File: src/design/bbia_pkg.sv
// Package: sizes, action codes and bitmap helper functions for the block and slot allocator.
`timescale 1ns / 1ps
`default_nettype none
package bbia_pkg;

  localparam int MAX_BLOCKS      = 1024;
  localparam int SLOTS           = 256;
  localparam int RESERVED_BLOCKS = 9;
  localparam int ROOT_SLOT       = 0;

  localparam int IDX_W      = 10;
  localparam int ACT_W      = 3;
  localparam int BLK_CNT_W  = 11;
  localparam int SLOT_CNT_W = 9;

  localparam int WORD_W     = 32;
  localparam int BIT_AW     = $clog2(WORD_W);
  localparam int BLK_WORDS  = MAX_BLOCKS / WORD_W;
  localparam int SLOT_WORDS = SLOTS / WORD_W;
  localparam int BLK_AW     = $clog2(BLK_WORDS);
  localparam int SLOT_AW    = $clog2(SLOT_WORDS);

  typedef logic [WORD_W-1:0] word_t;

  typedef enum logic [ACT_W-1:0] {
    ACT_ALLOC_BLK  = 3'd0,
    ACT_FREE_BLK   = 3'd1,
    ACT_ALLOC_SLOT = 3'd2,
    ACT_FREE_SLOT  = 3'd3,
    ACT_FORMAT     = 3'd4
  } action_t;

  // Block word as it stands after reset or format: reserved blocks set.
  function automatic word_t blk_reset_word(input logic [BLK_AW-1:0] w);
    word_t r;
    r = '0;
    for (int i = 0; i < WORD_W; i++) begin
      r[i] = (int'({w, BIT_AW'(i)}) < RESERVED_BLOCKS);
    end
    return r;
  endfunction

  // Slot word after reset or format: only the root slot set.
  function automatic word_t slot_reset_word(input logic [SLOT_AW-1:0] w);
    word_t r;
    r = '0;
    if (w == SLOT_AW'(ROOT_SLOT / WORD_W)) begin
      r[ROOT_SLOT % WORD_W] = 1'b1;
    end
    return r;
  endfunction

  // Lowest clear bit of a word: {found, position}.
  function automatic logic [BIT_AW:0] first_zero(input word_t v);
    logic             found;
    logic [BIT_AW-1:0] pos;
    found = 1'b0;
    pos   = '0;
    for (int i = WORD_W - 1; i >= 0; i--) begin
      if (!v[i]) begin
        found = 1'b1;
        pos   = BIT_AW'(i);
      end
    end
    return {found, pos};
  endfunction

  // Lowest block word that is not full: {found, word address}.
  function automatic logic [BLK_AW:0] first_open_blk(input logic [BLK_WORDS-1:0] full);
    logic              found;
    logic [BLK_AW-1:0] pos;
    found = 1'b0;
    pos   = '0;
    for (int i = BLK_WORDS - 1; i >= 0; i--) begin
      if (!full[i]) begin
        found = 1'b1;
        pos   = BLK_AW'(i);
      end
    end
    return {found, pos};
  endfunction

  // Lowest slot word that is not full: {found, word address}.
  function automatic logic [SLOT_AW:0] first_open_slot(input logic [SLOT_WORDS-1:0] full);
    logic               found;
    logic [SLOT_AW-1:0] pos;
    found = 1'b0;
    pos   = '0;
    for (int i = SLOT_WORDS - 1; i >= 0; i--) begin
      if (!full[i]) begin
        found = 1'b1;
        pos   = SLOT_AW'(i);
      end
    end
    return {found, pos};
  endfunction

endpackage
`default_nettype wire

File: src/design/bbia_if.sv
// Interfaces: request and response channels with valid/ready handshake.
`timescale 1ns / 1ps
`default_nettype none
interface bbia_req_if import bbia_pkg::*; ();
  logic             valid;
  logic             ready;
  logic [ACT_W-1:0] action;
  logic [IDX_W-1:0] target_index;

  modport source (output valid, action, target_index, input ready);
  modport sink   (input valid, action, target_index, output ready);
endinterface

interface bbia_rsp_if import bbia_pkg::*; ();
  logic                  valid;
  logic                  ready;
  logic                  ok;
  logic [IDX_W-1:0]      granted_index;
  logic [BLK_CNT_W-1:0]  blocks_free;
  logic [SLOT_CNT_W-1:0] slots_free;

  modport source (output valid, ok, granted_index, blocks_free, slots_free, input ready);
  modport sink   (input valid, ok, granted_index, blocks_free, slots_free, output ready);
endinterface
`default_nettype wire

File: src/design/bbia_ram.sv
// Generic single-port-write, single-port-read RAM with registered read data.
`timescale 1ns / 1ps
`default_nettype none
module bbia_ram #(
  parameter int DEPTH = 32,
  parameter int WIDTH = 32
) (
  input  wire logic                     clk,
  input  wire logic                     rd_en,
  input  wire logic [$clog2(DEPTH)-1:0] rd_addr,
  output logic      [WIDTH-1:0]         rd_data,
  input  wire logic                     wr_en,
  input  wire logic [$clog2(DEPTH)-1:0] wr_addr,
  input  wire logic [WIDTH-1:0]         wr_data
);

  logic [WIDTH-1:0] mem [DEPTH];

  always_ff @(posedge clk) begin
    if (wr_en) begin
      mem[wr_addr] <= wr_data;
    end
    if (rd_en) begin
      rd_data <= mem[rd_addr];
    end
  end

endmodule
`default_nettype wire

File: src/design/bitmap_block_and_inode_allocator.sv
// Top level: first-fit block and file-slot allocator over word-wide bitmap RAMs.
//
// Usage: requests arrive on req (action, target_index) and each yields one
// response on rsp (ok, granted_index, blocks_free, slots_free); both channels
// transfer on a clock edge with valid and ready high. disk_blocks is written
// through cfg_wen/cfg_wdata while no request is in flight.
// Each map is a RAM of 32-bit words plus a per-word full flag and valid flag
// in flops. A request runs read (pick the word: lowest non-full word for an
// alloc, the target's word for a free), then modify (set the lowest clear bit
// for an alloc or clear the target bit for a free, update counts, write the
// word back). The response turns valid as the modify step commits and
// req.ready returns with it, so requests run one at a time: accept, read, modify.
// The response sits in an output register; the next request is accepted and
// read while it waits, and is held in its modify step until rsp drains.
// Reset and format clear the per-word valid flags at once: a word never
// written since reads as its reset pattern, so no clearing pass is needed.
// Reset also sets disk_blocks to 1024; format keeps it.
`timescale 1ns / 1ps
`default_nettype none
module bitmap_block_and_inode_allocator import bbia_pkg::*; (
  input  wire logic                 clk,
  input  wire logic                 rst,
  input  wire logic                 cfg_wen,
  input  wire logic [BLK_CNT_W-1:0] cfg_wdata,
  bbia_req_if.sink                  req,
  bbia_rsp_if.source                rsp
);

  typedef enum logic [1:0] {S_IDLE, S_READ, S_MOD} state_t;

  localparam logic [BLK_CNT_W-1:0] MAX_L   = BLK_CNT_W'(MAX_BLOCKS);
  localparam logic [BLK_CNT_W-1:0] RES_CNT = BLK_CNT_W'(RESERVED_BLOCKS);
  localparam logic [IDX_W-1:0]     RES_IDX = IDX_W'(RESERVED_BLOCKS);
  localparam logic [IDX_W:0]       SLOTS_L = (IDX_W + 1)'(SLOTS);
  localparam logic [IDX_W-1:0]     ROOT_L  = IDX_W'(ROOT_SLOT);

  state_t                  state;
  logic [ACT_W-1:0]        act_r;
  logic [IDX_W-1:0]        idx_r;
  logic [BLK_CNT_W-1:0]    disk_blocks;
  logic [BLK_CNT_W-1:0]    free_blk;
  logic [SLOT_CNT_W-1:0]   free_slot;
  logic [BLK_WORDS-1:0]    blk_vld, blk_full;
  logic [SLOT_WORDS-1:0]   slot_vld, slot_full;
  logic [BLK_AW-1:0]       blk_addr_r;
  logic [SLOT_AW-1:0]      slot_addr_r;
  logic                    blk_hit_r, slot_hit_r, blk_rvld, slot_rvld;

  logic                    rsp_valid_r, ok_r;
  logic [IDX_W-1:0]        granted_r;

  logic [BLK_CNT_W-1:0]    bound;
  logic [BLK_AW:0]         blk_srch;
  logic [SLOT_AW:0]        slot_srch;
  logic [BLK_AW-1:0]       blk_rd_addr;
  logic [SLOT_AW-1:0]      slot_rd_addr;
  logic                    rd_en;
  word_t                   blk_q, slot_q, blk_word, slot_word;
  logic [BIT_AW:0]         bz, sz;
  logic [IDX_W-1:0]        blk_gidx, slot_gidx;
  logic [BIT_AW-1:0]       idx_bit;

  logic                    ok_c, fmt_c, blk_we, slot_we, commit;
  logic [IDX_W-1:0]        granted_c;
  word_t                   blk_wdata, slot_wdata;
  logic [BLK_CNT_W-1:0]    free_blk_next, fmt_cnt;
  logic [SLOT_CNT_W-1:0]   free_slot_next;

  assign bound     = (disk_blocks > MAX_L) ? MAX_L : disk_blocks;
  assign blk_srch  = first_open_blk(blk_full);
  assign slot_srch = first_open_slot(slot_full);

  assign rd_en        = (state == S_READ);
  assign blk_rd_addr  = (act_r == ACT_ALLOC_BLK) ? blk_srch[BLK_AW-1:0]
                                                 : idx_r[BIT_AW +: BLK_AW];
  assign slot_rd_addr = (act_r == ACT_ALLOC_SLOT) ? slot_srch[SLOT_AW-1:0]
                                                  : idx_r[BIT_AW +: SLOT_AW];

  bbia_ram #(.DEPTH(BLK_WORDS), .WIDTH(WORD_W)) u_blk_ram (
    .clk     (clk),
    .rd_en   (rd_en),
    .rd_addr (blk_rd_addr),
    .rd_data (blk_q),
    .wr_en   (commit && blk_we),
    .wr_addr (blk_addr_r),
    .wr_data (blk_wdata)
  );

  bbia_ram #(.DEPTH(SLOT_WORDS), .WIDTH(WORD_W)) u_slot_ram (
    .clk     (clk),
    .rd_en   (rd_en),
    .rd_addr (slot_rd_addr),
    .rd_data (slot_q),
    .wr_en   (commit && slot_we),
    .wr_addr (slot_addr_r),
    .wr_data (slot_wdata)
  );

  // Words never written since reset or format read as their reset pattern.
  assign blk_word  = blk_rvld ? blk_q : blk_reset_word(blk_addr_r);
  assign slot_word = slot_rvld ? slot_q : slot_reset_word(slot_addr_r);
  assign bz        = first_zero(blk_word);
  assign sz        = first_zero(slot_word);
  assign blk_gidx  = {blk_addr_r, bz[BIT_AW-1:0]};
  assign slot_gidx = IDX_W'({slot_addr_r, sz[BIT_AW-1:0]});
  assign idx_bit   = idx_r[BIT_AW-1:0];
  assign fmt_cnt   = (bound > RES_CNT) ? bound - RES_CNT : '0;

  always_comb begin
    ok_c           = 1'b0;
    fmt_c          = 1'b0;
    blk_we         = 1'b0;
    slot_we        = 1'b0;
    granted_c      = '0;
    blk_wdata      = blk_word;
    slot_wdata     = slot_word;
    free_blk_next  = free_blk;
    free_slot_next = free_slot;
    case (act_r)
      ACT_ALLOC_BLK: begin
        if (free_blk != '0 && blk_hit_r && bz[BIT_AW] && {1'b0, blk_gidx} < bound) begin
          ok_c          = 1'b1;
          blk_we        = 1'b1;
          granted_c     = blk_gidx;
          blk_wdata     = blk_word | (WORD_W'(1) << bz[BIT_AW-1:0]);
          free_blk_next = free_blk - 1'b1;
        end
      end
      ACT_FREE_BLK: begin
        if (idx_r >= RES_IDX && {1'b0, idx_r} < bound && blk_word[idx_bit]) begin
          ok_c      = 1'b1;
          blk_we    = 1'b1;
          blk_wdata = blk_word & ~(WORD_W'(1) << idx_bit);
          if (free_blk != '1) begin
            free_blk_next = free_blk + 1'b1;
          end
        end
      end
      ACT_ALLOC_SLOT: begin
        if (free_slot != '0 && slot_hit_r && sz[BIT_AW]) begin
          ok_c           = 1'b1;
          slot_we        = 1'b1;
          granted_c      = slot_gidx;
          slot_wdata     = slot_word | (WORD_W'(1) << sz[BIT_AW-1:0]);
          free_slot_next = free_slot - 1'b1;
        end
      end
      ACT_FREE_SLOT: begin
        if ({1'b0, idx_r} < SLOTS_L && idx_r != ROOT_L && slot_word[idx_bit]) begin
          ok_c       = 1'b1;
          slot_we    = 1'b1;
          slot_wdata = slot_word & ~(WORD_W'(1) << idx_bit);
          if (free_slot != '1) begin
            free_slot_next = free_slot + 1'b1;
          end
        end
      end
      ACT_FORMAT: begin
        ok_c           = 1'b1;
        fmt_c          = 1'b1;
        free_blk_next  = fmt_cnt;
        free_slot_next = SLOT_CNT_W'(SLOTS - 1);
      end
      default: begin
      end
    endcase
  end

  // Hold the modify step while an untaken response occupies the output.
  assign commit = (state == S_MOD) && (!rsp_valid_r || rsp.ready);

  always_ff @(posedge clk) begin
    if (rst) begin
      state       <= S_IDLE;
      rsp_valid_r <= 1'b0;
      disk_blocks <= BLK_CNT_W'(MAX_BLOCKS);
      free_blk    <= (MAX_L > RES_CNT) ? MAX_L - RES_CNT : '0;
      free_slot   <= SLOT_CNT_W'(SLOTS - 1);
      blk_vld     <= '0;
      slot_vld    <= '0;
      for (int w = 0; w < BLK_WORDS; w++) begin
        blk_full[w] <= &blk_reset_word(BLK_AW'(w));
      end
      for (int w = 0; w < SLOT_WORDS; w++) begin
        slot_full[w] <= &slot_reset_word(SLOT_AW'(w));
      end
    end else begin
      if (cfg_wen) begin
        disk_blocks <= cfg_wdata;
      end
      if (rsp_valid_r && rsp.ready && !commit) begin
        rsp_valid_r <= 1'b0;
      end
      case (state)
        S_IDLE: begin
          if (req.valid) begin
            act_r <= req.action;
            idx_r <= req.target_index;
            state <= S_READ;
          end
        end
        S_READ: begin
          blk_addr_r  <= blk_rd_addr;
          slot_addr_r <= slot_rd_addr;
          blk_hit_r   <= blk_srch[BLK_AW];
          slot_hit_r  <= slot_srch[SLOT_AW];
          blk_rvld    <= blk_vld[blk_rd_addr];
          slot_rvld   <= slot_vld[slot_rd_addr];
          state       <= S_MOD;
        end
        S_MOD: begin
          if (commit) begin
            free_blk    <= free_blk_next;
            free_slot   <= free_slot_next;
            ok_r        <= ok_c;
            granted_r   <= granted_c;
            rsp_valid_r <= 1'b1;
            state       <= S_IDLE;
            if (fmt_c) begin
              blk_vld  <= '0;
              slot_vld <= '0;
              for (int w = 0; w < BLK_WORDS; w++) begin
                blk_full[w] <= &blk_reset_word(BLK_AW'(w));
              end
              for (int w = 0; w < SLOT_WORDS; w++) begin
                slot_full[w] <= &slot_reset_word(SLOT_AW'(w));
              end
            end
            if (blk_we) begin
              blk_vld[blk_addr_r]  <= 1'b1;
              blk_full[blk_addr_r] <= &blk_wdata;
            end
            if (slot_we) begin
              slot_vld[slot_addr_r]  <= 1'b1;
              slot_full[slot_addr_r] <= &slot_wdata;
            end
          end
        end
        default: begin
          state <= S_IDLE;
        end
      endcase
    end
  end

  assign req.ready         = (state == S_IDLE);
  assign rsp.valid         = rsp_valid_r;
  assign rsp.ok            = ok_r;
  assign rsp.granted_index = granted_r;
  assign rsp.blocks_free   = free_blk;
  assign rsp.slots_free    = free_slot;

  // Free block count never exceeds the number of map blocks above the reserved area.
  a_blk_cnt_bound: assert property (@(posedge clk) disable iff (rst)
    free_blk <= BLK_CNT_W'(MAX_BLOCKS - RESERVED_BLOCKS))
    else $error("free block count above map capacity");

  a_mod_after_read: assert property (@(posedge clk) disable iff (rst)
    (state == S_MOD) |-> ($past(state) == S_READ || $past(state) == S_MOD))
    else $error("modify step without a preceding read");

  a_grant_in_range: assert property (@(posedge clk) disable iff (rst)
    (commit && act_r == ACT_ALLOC_BLK && ok_c) |->
      (blk_gidx >= RES_IDX && {1'b0, blk_gidx} < bound))
    else $error("granted block outside the searchable range");

  a_commit_shows: assert property (@(posedge clk) disable iff (rst)
    commit |=> (rsp_valid_r && state == S_IDLE))
    else $error("committed request did not present a response");

endmodule
`default_nettype wire

File: src/flat_wrapper.sv
// flat-port wrapper written by rule: the top's interface ports become plain ports
module bitmap_block_and_inode_allocator_flat import bbia_pkg::*;
  (clk, rst, cfg_wen, cfg_wdata, req_valid, req_action, req_target_index, req_ready, rsp_valid, rsp_ok, rsp_granted_index, rsp_blocks_free, rsp_slots_free, rsp_ready);
  bbia_req_if req_i ();
  bbia_rsp_if rsp_i ();
  input  wire logic clk;
  input  wire logic rst;
  input  wire logic cfg_wen;
  input  wire logic [BLK_CNT_W-1:0] cfg_wdata;
  input wire logic [$bits(req_i.valid)-1:0] req_valid;
  input wire logic [$bits(req_i.action)-1:0] req_action;
  input wire logic [$bits(req_i.target_index)-1:0] req_target_index;
  output wire logic [$bits(req_i.ready)-1:0] req_ready;
  output wire logic [$bits(rsp_i.valid)-1:0] rsp_valid;
  output wire logic [$bits(rsp_i.ok)-1:0] rsp_ok;
  output wire logic [$bits(rsp_i.granted_index)-1:0] rsp_granted_index;
  output wire logic [$bits(rsp_i.blocks_free)-1:0] rsp_blocks_free;
  output wire logic [$bits(rsp_i.slots_free)-1:0] rsp_slots_free;
  input wire logic [$bits(rsp_i.ready)-1:0] rsp_ready;
  assign req_i.valid = req_valid;
  assign req_i.action = req_action;
  assign req_i.target_index = req_target_index;
  assign req_ready = req_i.ready;
  assign rsp_valid = rsp_i.valid;
  assign rsp_ok = rsp_i.ok;
  assign rsp_granted_index = rsp_i.granted_index;
  assign rsp_blocks_free = rsp_i.blocks_free;
  assign rsp_slots_free = rsp_i.slots_free;
  assign rsp_i.ready = rsp_ready;
  bitmap_block_and_inode_allocator u_core (.clk(clk), .rst(rst), .cfg_wen(cfg_wen), .cfg_wdata(cfg_wdata), .req(req_i), .rsp(rsp_i));
endmodule
File: config.mk
export PLATFORM = sky130hd
export DESIGN_NAME = bitmap_block_and_inode_allocator_flat
export DESIGN_NICKNAME = d
export VERILOG_FILES = /design/src/design/bbia_pkg.sv /design/src/design/bbia_if.sv /design/src/design/bbia_ram.sv /design/src/design/bitmap_block_and_inode_allocator.sv /design/src/flat_wrapper.sv
export SDC_FILE = /design/constraint.sdc
export NUM_CORES = 2
export LEC_CHECK = 0
export ABC_AREA = 1
export BUFFER_PORTS_ARGS = -buffer_cell sky130_fd_sc_hd__buf_4
export CAP_MARGIN = 20
export CELL_PAD_IN_SITES_DETAIL_PLACEMENT = 1
export CELL_PAD_IN_SITES_GLOBAL_PLACEMENT = 1
export CORE_UTILIZATION = 52
export CTS_CLUSTER_DIAMETER = 80
export DETAILED_ROUTE_END_ITERATION = 6
export PLACE_DENSITY_LB_ADDON = 0.25
export REMOVE_ABC_BUFFERS = 1
export SYNTH_ARGS = -nofsm -noshare
export SYNTH_HDL_FRONTEND = slang
export SYNTH_SLANG_ARGS = --single-unit
File: constraint.sdc
create_clock -name clk -period 7.6 [get_ports clk]
set_clock_uncertainty 0.2 [all_clocks]
set_input_delay 1.9 -clock clk [delete_from_list [all_inputs] [get_ports clk]]
set_output_delay 1.9 -clock clk [all_outputs]
set_load 0.05 [all_outputs]
Yosys cells after proc, flatten, opt, wreduce, memory -nomap -nowiden --
Memories as Yosys holds them, arrays and structs flattened. A register that Yosys moved wholly into a read port is not among the register bits. Cells that the tools add are included.
Operators by class: add/sub/neg operators 5, multipliers 0, div/mod/pow operators 0, magnitude comparators 22, equal/unequal tests 16, shift operators 3, multiplexer cells 246, bitwise operators 8, reductions and logical operators 38
Operators with widths (number):
- $mux 32 | 16
- $mux 5 | 97
- $pmux 32 s2 | 2
- $or 32x32->32 | 3
- $shl 1x5->32 const A | 3
- $lt 10x4->1 const B | 9
- $mux 8 | 11
- $mux 1 | 85
- $and 32x32->32 | 2
- $reduce_and 32->1 | 2
- $mux 11 | 5
- $pmux 11 s3 | 1
- $bwmux 32 | 1
- $not 32->32 | 1
- $reduce_and 31->1 | 1
- $mux 3 | 9
- $mux 9 | 3
- $pmux 9 s3 | 1
- $lt 10x11->1 | 2
- $pmux 10 s2 | 1
- $lt 5x6->1 const B | 3
- $logic_and 1x1->1 | 16
- $bmux 1 s5 | 3
- $reduce_and 6->1 | 2
- 43 further kinds | 59
Storage, ports and cells: register bits after elaboration 150, latch bits 0, bits in writable memories 1280, ROM bits 0, input port bits 29, output and inout bits 33, logic and storage cells 359, memories 2
Memories:
- u_core.u_blk_ram.mem | depth 32, bits a word 32, read ports 1, clocked after memory_dff 1, wr ports 1, RTL line bbia_ram.sv:17 | logic [WIDTH-1:0] mem [DEPTH];
- u_core.u_slot_ram.mem | depth 8, bits a word 32, read ports 1, clocked after memory_dff 1, wr ports 1, RTL line bbia_ram.sv:17

Longest topological paths before layout --
depth in word-level cells 42, gate-level depth with buffers 50, mapped depth without buffers 48

Cells and area by module --
From an unflattened synthesis, not the netlist that was laid out.
Second synthesis, totals: cells, all modules 6946, area total of the unflattened synthesis 68231.7 um^2
By module, submodules not included:
- bbia_ram at u_core.u_blk_ram | times used 1, cells each 3536, area each 42726.0 um^2, sequential area each 31710.4 um^2
- bitmap_block_and_inode_allocator | times used 1, cells each 2254, area each 13312.8 um^2, sequential area each 3363.2 um^2
- bbia_ram at u_core.u_slot_ram | times used 1, cells each 1156, area each 12192.9 um^2, sequential area each 8648.3 um^2

Worst setup path after synthesis --
Ideal clock, no wire load.
path type register to register, start point register u_core.blk_addr_r[3], end point register u_core.blk_full[11], arrival time 5.940 ns, required time 7.322 ns, setup slack 1.381 ns, cell stages (with the launch flop) 27, buffers on the path 0, cell sequence edfxtp_1 -> nor2_1 -> inv_1 -> nor2_1 -> nand2_1 -> nand2_2 -> o21ai_0 -> inv_1 -> nand3_1 -> nor2_1 -> o31ai_1 -> nand3_1 -> clkinv_1 -> ha_1 -> o21ai_0 -> a21oi_1 -> nor2_1 -> nand2_4 -> nor2_8 -> inv_2 -> nand2_2 -> nand3_2 -> nor3_1 -> inv_1 -> nand2_1 -> nand2_1 -> a21oi_1
On the way: cells in the longest elaborated chain, start to end 18
RTL lines:
- start, declared | RTL line bitmap_block_and_inode_allocator.sv:45 | logic [BLK_AW-1:0] blk_addr_r;
- start signal, assigned | RTL line bitmap_block_and_inode_allocator.sv:203 | blk_addr_r <= blk_rd_addr;
- $lt 10x4->1 | RTL line bbia_pkg.sv:38 | r[i] = (int'({w, BIT_AW'(i)}) < RESERVED_BLOCKS);
- $mux 32 | RTL line bitmap_block_and_inode_allocator.sv:100 | assign blk_word = blk_rvld ? blk_q : blk_reset_word(blk_addr_r);
- $mux 5 / $mux 1 (equally long branches) (9 in a row) | RTL line bbia_pkg.sv:60 | if (!v[i]) begin
- $lt 10x11->1, or another cell as far along | RTL line bitmap_block_and_inode_allocator.sv:121 | if (free_blk != '0 && blk_hit_r && bz[BIT_AW] && {1'b0, blk_gidx} < bound) begin
- $logic_and 1x1->1 / $or 32x32->32 (equally long branches) | RTL line bitmap_block_and_inode_allocator.sv:121, bitmap_block_and_inode_allocator.sv:125
- $mux 32 | RTL line bitmap_block_and_inode_allocator.sv:121
- $pmux 32 s2 | RTL line bitmap_block_and_inode_allocator.sv:119 | case (act_r)
- $reduce_and 32->1 | RTL line bitmap_block_and_inode_allocator.sv:231 | blk_full[blk_addr_r] <= &blk_wdata;
- $bwmux 32 | RTL line bitmap_block_and_inode_allocator.sv:231
- $mux 32 * | RTL line bitmap_block_and_inode_allocator.sv:229 | if (blk_we) begin
- end signal, assigned by index | RTL line bitmap_block_and_inode_allocator.sv:182 | blk_full[w] <= &blk_reset_word(BLK_AW'(w));
- end signal, assigned by index | RTL line bitmap_block_and_inode_allocator.sv:223 | blk_full[w] <= &blk_reset_word(BLK_AW'(w));
- end signal, assigned by index | RTL line bitmap_block_and_inode_allocator.sv:231
- end, declared | RTL line bitmap_block_and_inode_allocator.sv:43 | logic [BLK_WORDS-1:0] blk_vld, blk_full;
Every way passes the cells marked *; elsewhere a longest branch is shown, timed or not. The select of a mux whose other input is x is not followed. A chain may end at the register's enable or synchronous reset.

Worst setup path after layout --
start point register u_core.blk_full[31], end point register u_core.u_blk_ram.rd_data[28] (read register of u_core.u_blk_ram.mem), data pin
On the way: cells in the longest elaborated chain, start to end 33
RTL lines:
- $mux 5 (32 in a row) | RTL line bbia_pkg.sv:75 | if (!full[i]) begin
- $mux 5 | RTL line bitmap_block_and_inode_allocator.sv:74 | assign blk_rd_addr = (act_r == ACT_ALLOC_BLK) ? blk_srch[BLK_AW-1:0]
- end, declared | RTL line bbia_ram.sv:11 | output logic [WIDTH-1:0] rd_data,
No other way between the ends.

==> impl_metrics.xml <==
<?xml version="1.0" encoding="UTF-8"?>
<metrics>
  <group name="status">
    <metric name="outcome" unit="">complete, no violations</metric>
  </group>
  <group name="hold_path">
    <metric name="hold_class" unit="">flip-flop to flip-flop</metric>
    <metric name="holdCritStartpoint" unit="">u_core.blk_vld[3]</metric>
    <metric name="min_delay_worst_endpoint" unit="">u_core.blk_vld[3]</metric>
    <metric name="hold_depth" unit="">2</metric>
  </group>
  <group name="place">
    <metric name="place.port_buffers" unit="">61</metric>
    <metric name="place_hpwl" unit="um">133500</metric>
    <metric name="globalplace.congestion" unit="">0.9279</metric>
    <metric name="placed_cell_area" unit="mm2">0.06770</metric>
  </group>
  <group name="global_routing">
    <metric name="overflow_left_after_global_routing" unit="">0</metric>
    <metric name="first_global_vias" unit="">49860</metric>
    <metric name="grt_max_degree" unit="">143</metric>
    <metric name="grt_usage" unit="%">34.44</metric>
    <metric name="grt_first_pass_wirelength" unit="um">321400</metric>
    <metric name="antenna_violations_before_repair" unit="">9</metric>
  </group>
  <group name="floorplanning">
    <metric name="row_count" unit="">128</metric>
    <metric name="die_span_in_x" unit="um">354.3</metric>
    <metric name="die_area" unit="mm2">0.1256</metric>
    <metric name="chipHeight" unit="um">354.3</metric>
    <metric name="io_pins" unit="">62</metric>
    <metric name="placeable_area" unit="mm2">0.1225</metric>
    <metric name="floorplan.initialDensity" unit="%">52.69</metric>
  </group>
  <group name="sta">
    <metric name="timing.final.hold_violations" unit="">0</metric>
    <metric name="finalSetupViolCount" unit="">0</metric>
    <metric name="slew_headroom" unit="%">15.34</metric>
    <metric name="timing.setup.tns" unit="ps">0</metric>
    <metric name="final_worst_path_period_share" unit="%">84.86</metric>
    <metric name="rsz_0062_raised_after_global_routing" unit="">no</metric>
    <metric name="transition_time_of_the_tightest_slew_check_pin" unit="ps">1250</metric>
    <metric name="timing_max_transition_violations_final" unit="">0</metric>
    <metric name="fmaxAchievable" unit="MHz">155.1</metric>
    <metric name="period_minus_slack" unit="ps">6450</metric>
    <metric name="finalHoldWorstSlack" unit="ps">270.7</metric>
  </group>
  <group name="setup_path">
    <metric name="cp_slowest_cell" unit="">sky130_fd_sc_hd__o21ai_0</metric>
    <metric name="critical_path_required" unit="ps">7830</metric>
    <metric name="critPathArrivalTime" unit="ps">6680</metric>
    <metric name="setup.worst_path.class" unit="">flip-flop to flip-flop</metric>
    <metric name="crit_fanout" unit="">117</metric>
    <metric name="setup.worst_path.start_class" unit="">flip-flop</metric>
    <metric name="regToRegSetupSlack" unit="ps">1150</metric>
    <metric name="r2r.worst_path.cells" unit="">35</metric>
    <metric name="cpPeakStageDelay" unit="ps">740</metric>
    <metric name="r2r-start" unit="">u_core.blk_full[31]</metric>
    <metric name="critPathMostFrequentCell" unit="">sky130_fd_sc_hd__nand2_1</metric>
    <metric name="timing.rr.end" unit="">u_core.u_blk_ram.rd_data[28]</metric>
    <metric name="cp-end-kind" unit="">flip-flop</metric>
  </group>
  <group name="clock_tree">
    <metric name="worst_skew_late_latency" unit="ps">820</metric>
    <metric name="numCtsBuffers" unit="">158</metric>
    <metric name="postCtsHoldBufs" unit="">0</metric>
    <metric name="clockRootBuffer" unit="">sky130_fd_sc_hd__clkbuf_16</metric>
    <metric name="cts_resized" unit="">0</metric>
    <metric name="clock_tree.buffer_depth" unit="">3</metric>
    <metric name="cts_max_level" unit="">4</metric>
    <metric name="tritoncts_clock_tree" unit="">yes</metric>
    <metric name="cts_setup_buffers" unit="">0</metric>
    <metric name="clock_sinks" unit="">1494</metric>
    <metric name="clock_pin_slew_worst_setup_and_hold_paths" unit="ps">60</metric>
  </group>
  <group name="power">
    <metric name="power.clock.fraction" unit="%">43.2</metric>
    <metric name="max-vdd-ir-drop" unit="uV">282.3</metric>
    <metric name="internal-power" unit="W">0.01379</metric>
    <metric name="power_frac_seq" unit="%">50.2</metric>
    <metric name="design_power_total" unit="W">0.01807</metric>
    <metric name="p_leak" unit="nW">24.83</metric>
    <metric name="power.switching_fraction" unit="%">23.70</metric>
    <metric name="switching_pwr" unit="W">0.004282</metric>
    <metric name="combPwrFrac" unit="%">6.7</metric>
    <metric name="power-per-cell-area" unit="mW/mm2">247.7</metric>
  </group>
  <group name="yosys">
    <metric name="ys_async_sr_fraction" unit="%">0</metric>
    <metric name="synthCells" unit="">5739</metric>
    <metric name="synth.cell_area" unit="mm2">0.06455</metric>
    <metric name="synth-edff-count" unit="">1380</metric>
    <metric name="seq_area_frac_synth" unit="%">67.73</metric>
    <metric name="yosys_warnings" unit="">0</metric>
    <metric name="yosys_register_bits" unit="">1494</metric>
    <metric name="postSynth.topFlopCell" unit="">sky130_fd_sc_hd__edfxtp_1</metric>
    <metric name="synthDistinctLibCells" unit="">51</metric>
    <metric name="post_synth.cell_area_avg" unit="um2">11.25</metric>
  </group>
  <group name="finish">
    <metric name="nFillCells" unit="">12450</metric>
    <metric name="multi_input_comb_area" unit="mm2">0.01866</metric>
    <metric name="finalCoreUtilization" unit="%">59.54</metric>
    <metric name="nets" unit="">5852</metric>
    <metric name="syn_to_final_growth" unit="%">13.01</metric>
    <metric name="layout.cells.most_common" unit="">sky130_fd_sc_hd__edfxtp_1</metric>
    <metric name="layout-drive-gt1-share" unit="%">9.142</metric>
    <metric name="most-common-layout-cells" unit="">sky130_fd_sc_hd__edfxtp_1, sky130_fd_sc_hd__nor2_1, sky130_fd_sc_hd__nand2_1</metric>
    <metric name="fin_area" unit="mm2">0.07295</metric>
    <metric name="layout.area.seq" unit="mm2">0.04372</metric>
    <metric name="antenna-diode-count" unit="">0</metric>
  </group>
  <group name="detailed_routing">
    <metric name="detail_route.iter0.violations" unit="">5812</metric>
    <metric name="drt_drc_violations_left" unit="">0</metric>
    <metric name="wire_per_inst" unit="um">29.00</metric>
    <metric name="viasPerCell" unit="">6.441</metric>
    <metric name="antenna_violating_nets_post_route" unit="">0</metric>
    <metric name="route.vias.total" unit="">48580</metric>
    <metric name="drt_pass1_iterations" unit="">6</metric>
    <metric name="drt_wl_total" unit="um">218700</metric>
  </group>
  <group name="run">
    <metric name="drv_cap" unit="">0</metric>
  </group>
</metrics>
[flip-flops by register name, indices dropped and copies added (netlist names), 11 cells and up]
signal,cells
u_core.rsp.blocks_free,11
u_core.u_slot_ram.mem,256
u_core.u_blk_ram.mem,1024
u_core.blk_full,32
u_core.blk_vld,32
u_core.u_blk_ram.rd_data,32
u_core.u_slot_ram.rd_data,32
u_core.disk_blocks,11
[power groups by stage]
stage | logic (W) | registers [W] | clock network [W]
global route | 0.00128 | 0.00906 | 0.00813
finish | 0.00121 | 0.00906 | 0.00780
global placement | 0.00111 | 0.00924 | 0
floorplan | 0.000701 | 0.00923 | 0
detailed placement | 0.00116 | 0.00924 | 0
CTS | 0.00118 | 0.00906 | 0.00786
[synth_stat cells (4+ instances only)]
| cell type | number | area [um2] |
|---|---|---|
| sky130_fd_sc_hd__clkinv_1 | 7 | 26.28 |
| sky130_fd_sc_hd__clkbuf_1 | 308 | 1156 |
| sky130_fd_sc_hd__a221oi_1 | 10 | 87.58 |
| sky130_fd_sc_hd__dfxtp_1 | 114 | 2282 |
| sky130_fd_sc_hd__o21a_1 | 9 | 67.56 |
| sky130_fd_sc_hd__o211ai_1 | 109 | 818.3 |
| sky130_fd_sc_hd__o21ai_1 | 7 | 35.03 |
| sky130_fd_sc_hd__nand2_2 | 5 | 31.28 |
| sky130_fd_sc_hd__xor2_1 | 12 | 105.1 |
| sky130_fd_sc_hd__nand3_1 | 160 | 800.8 |
| sky130_fd_sc_hd__a31oi_1 | 67 | 419.2 |
| sky130_fd_sc_hd__o31ai_1 | 9 | 67.56 |
| sky130_fd_sc_hd__nor4_1 | 13 | 81.33 |
| sky130_fd_sc_hd__buf_2 | 27 | 135.1 |
| sky130_fd_sc_hd__ha_1 | 35 | 437.9 |
| sky130_fd_sc_hd__nor2_1 | 1093 | 4103 |
| sky130_fd_sc_hd__o21ai_0 | 522 | 2613 |
| sky130_fd_sc_hd__o21bai_1 | 198 | 1486 |
| sky130_fd_sc_hd__nand2_4 | 4 | 45.04 |
| sky130_fd_sc_hd__nor3_1 | 44 | 220.2 |
| sky130_fd_sc_hd__buf_1 | 18 | 67.56 |
| sky130_fd_sc_hd__nand2_1 | 692 | 2597 |
| sky130_fd_sc_hd__nand4_1 | 50 | 312.8 |
| sky130_fd_sc_hd__a211oi_1 | 5 | 37.54 |
| sky130_fd_sc_hd__o311ai_0 | 169 | 1480 |
| sky130_fd_sc_hd__o32ai_1 | 101 | 884.6 |
| sky130_fd_sc_hd__a21oi_1 | 164 | 820.8 |
| sky130_fd_sc_hd__inv_1 | 305 | 1145 |
| sky130_fd_sc_hd__edfxtp_1 | 1380 | 41440 |
| sky130_fd_sc_hd__o22ai_1 | 61 | 381.6 |
[cells by family (layout without fill, tap and decap cells)]
| kind of cell | Yosys count | in the layout | share of synthesized area (%) |
|---|---|---|---|
| compound gates | 1447 | 1447 | 14.46 |
| xor+xnor | 15 | 15 | 0.2035 |
| fa+ha+maj | 37 | 37 | 0.7404 |
| buf+inv | 670 | 849 | 3.972 |
| flops | 1494 | 1494 | 67.73 |
| simple gates | 2076 | 2076 | 12.89 |
[worst max-delay path by stage]
stage	startpoint	to	slack, ps	depth (start not counted)
finish	u_core.blk_full[31]	u_core.u_blk_ram.rd_data[28]	1150	35
global route	u_core.blk_rvld	u_core.u_blk_ram.mem[23][20]	760	24
global placement	u_core.blk_rvld	u_core.u_blk_ram.mem[23][14]	1440	28
detailed placement	u_core.blk_rvld	u_core.u_blk_ram.mem[23][15]	1370	21
CTS	u_core.blk_full[31]	u_core.u_blk_ram.rd_data[28]	1350	35
floorplan	u_core.act_r[0]	u_core.u_blk_ram.rd_data[0]	-22340	14
[final cells by class]
cell class / instances / area share [%]
Multi-Input combinational cell: 3575 / 25.58
Sequential cell: 1494 / 59.94
Inverter: 315 / 1.636
Clock inverter: 96 / 1.405
Clock buffer: 196 / 5.700
Timing Repair Buffer: 242 / 2.954
Tap cell: 1625 / 2.787
[worst max-delay path: cells and delay by family, from the launching register on]
kind,cells,cell delay [ps]
AO/OA/AOI/OAI,8,2310
buffers and inverters,3,1120
flip-flops,1,400
AND/OR/NAND/NOR,24,1830
[layer usage]
| metal | GRT usage, % | wire, um |
|---|---|---|
| met1 | 44.87 | 86340 |
| met2 | 57.63 | 107100 |
| met3 | 4.951 | 15780 |
| met4 | 15.01 | 9495 |
| met5 | 0 | 20 |
[through the flow]
step	worst slack [ps]	std cells
2_1_floorplan	-22340	5384
3_3_place_gp	1443	7246
3_5_place_dp	1374	7247
4_1_cts	1349	7539
5_1_grt	755.8	7543
6_report	1151	7543
No activity file was read; power rests on OpenSTA's default activity.
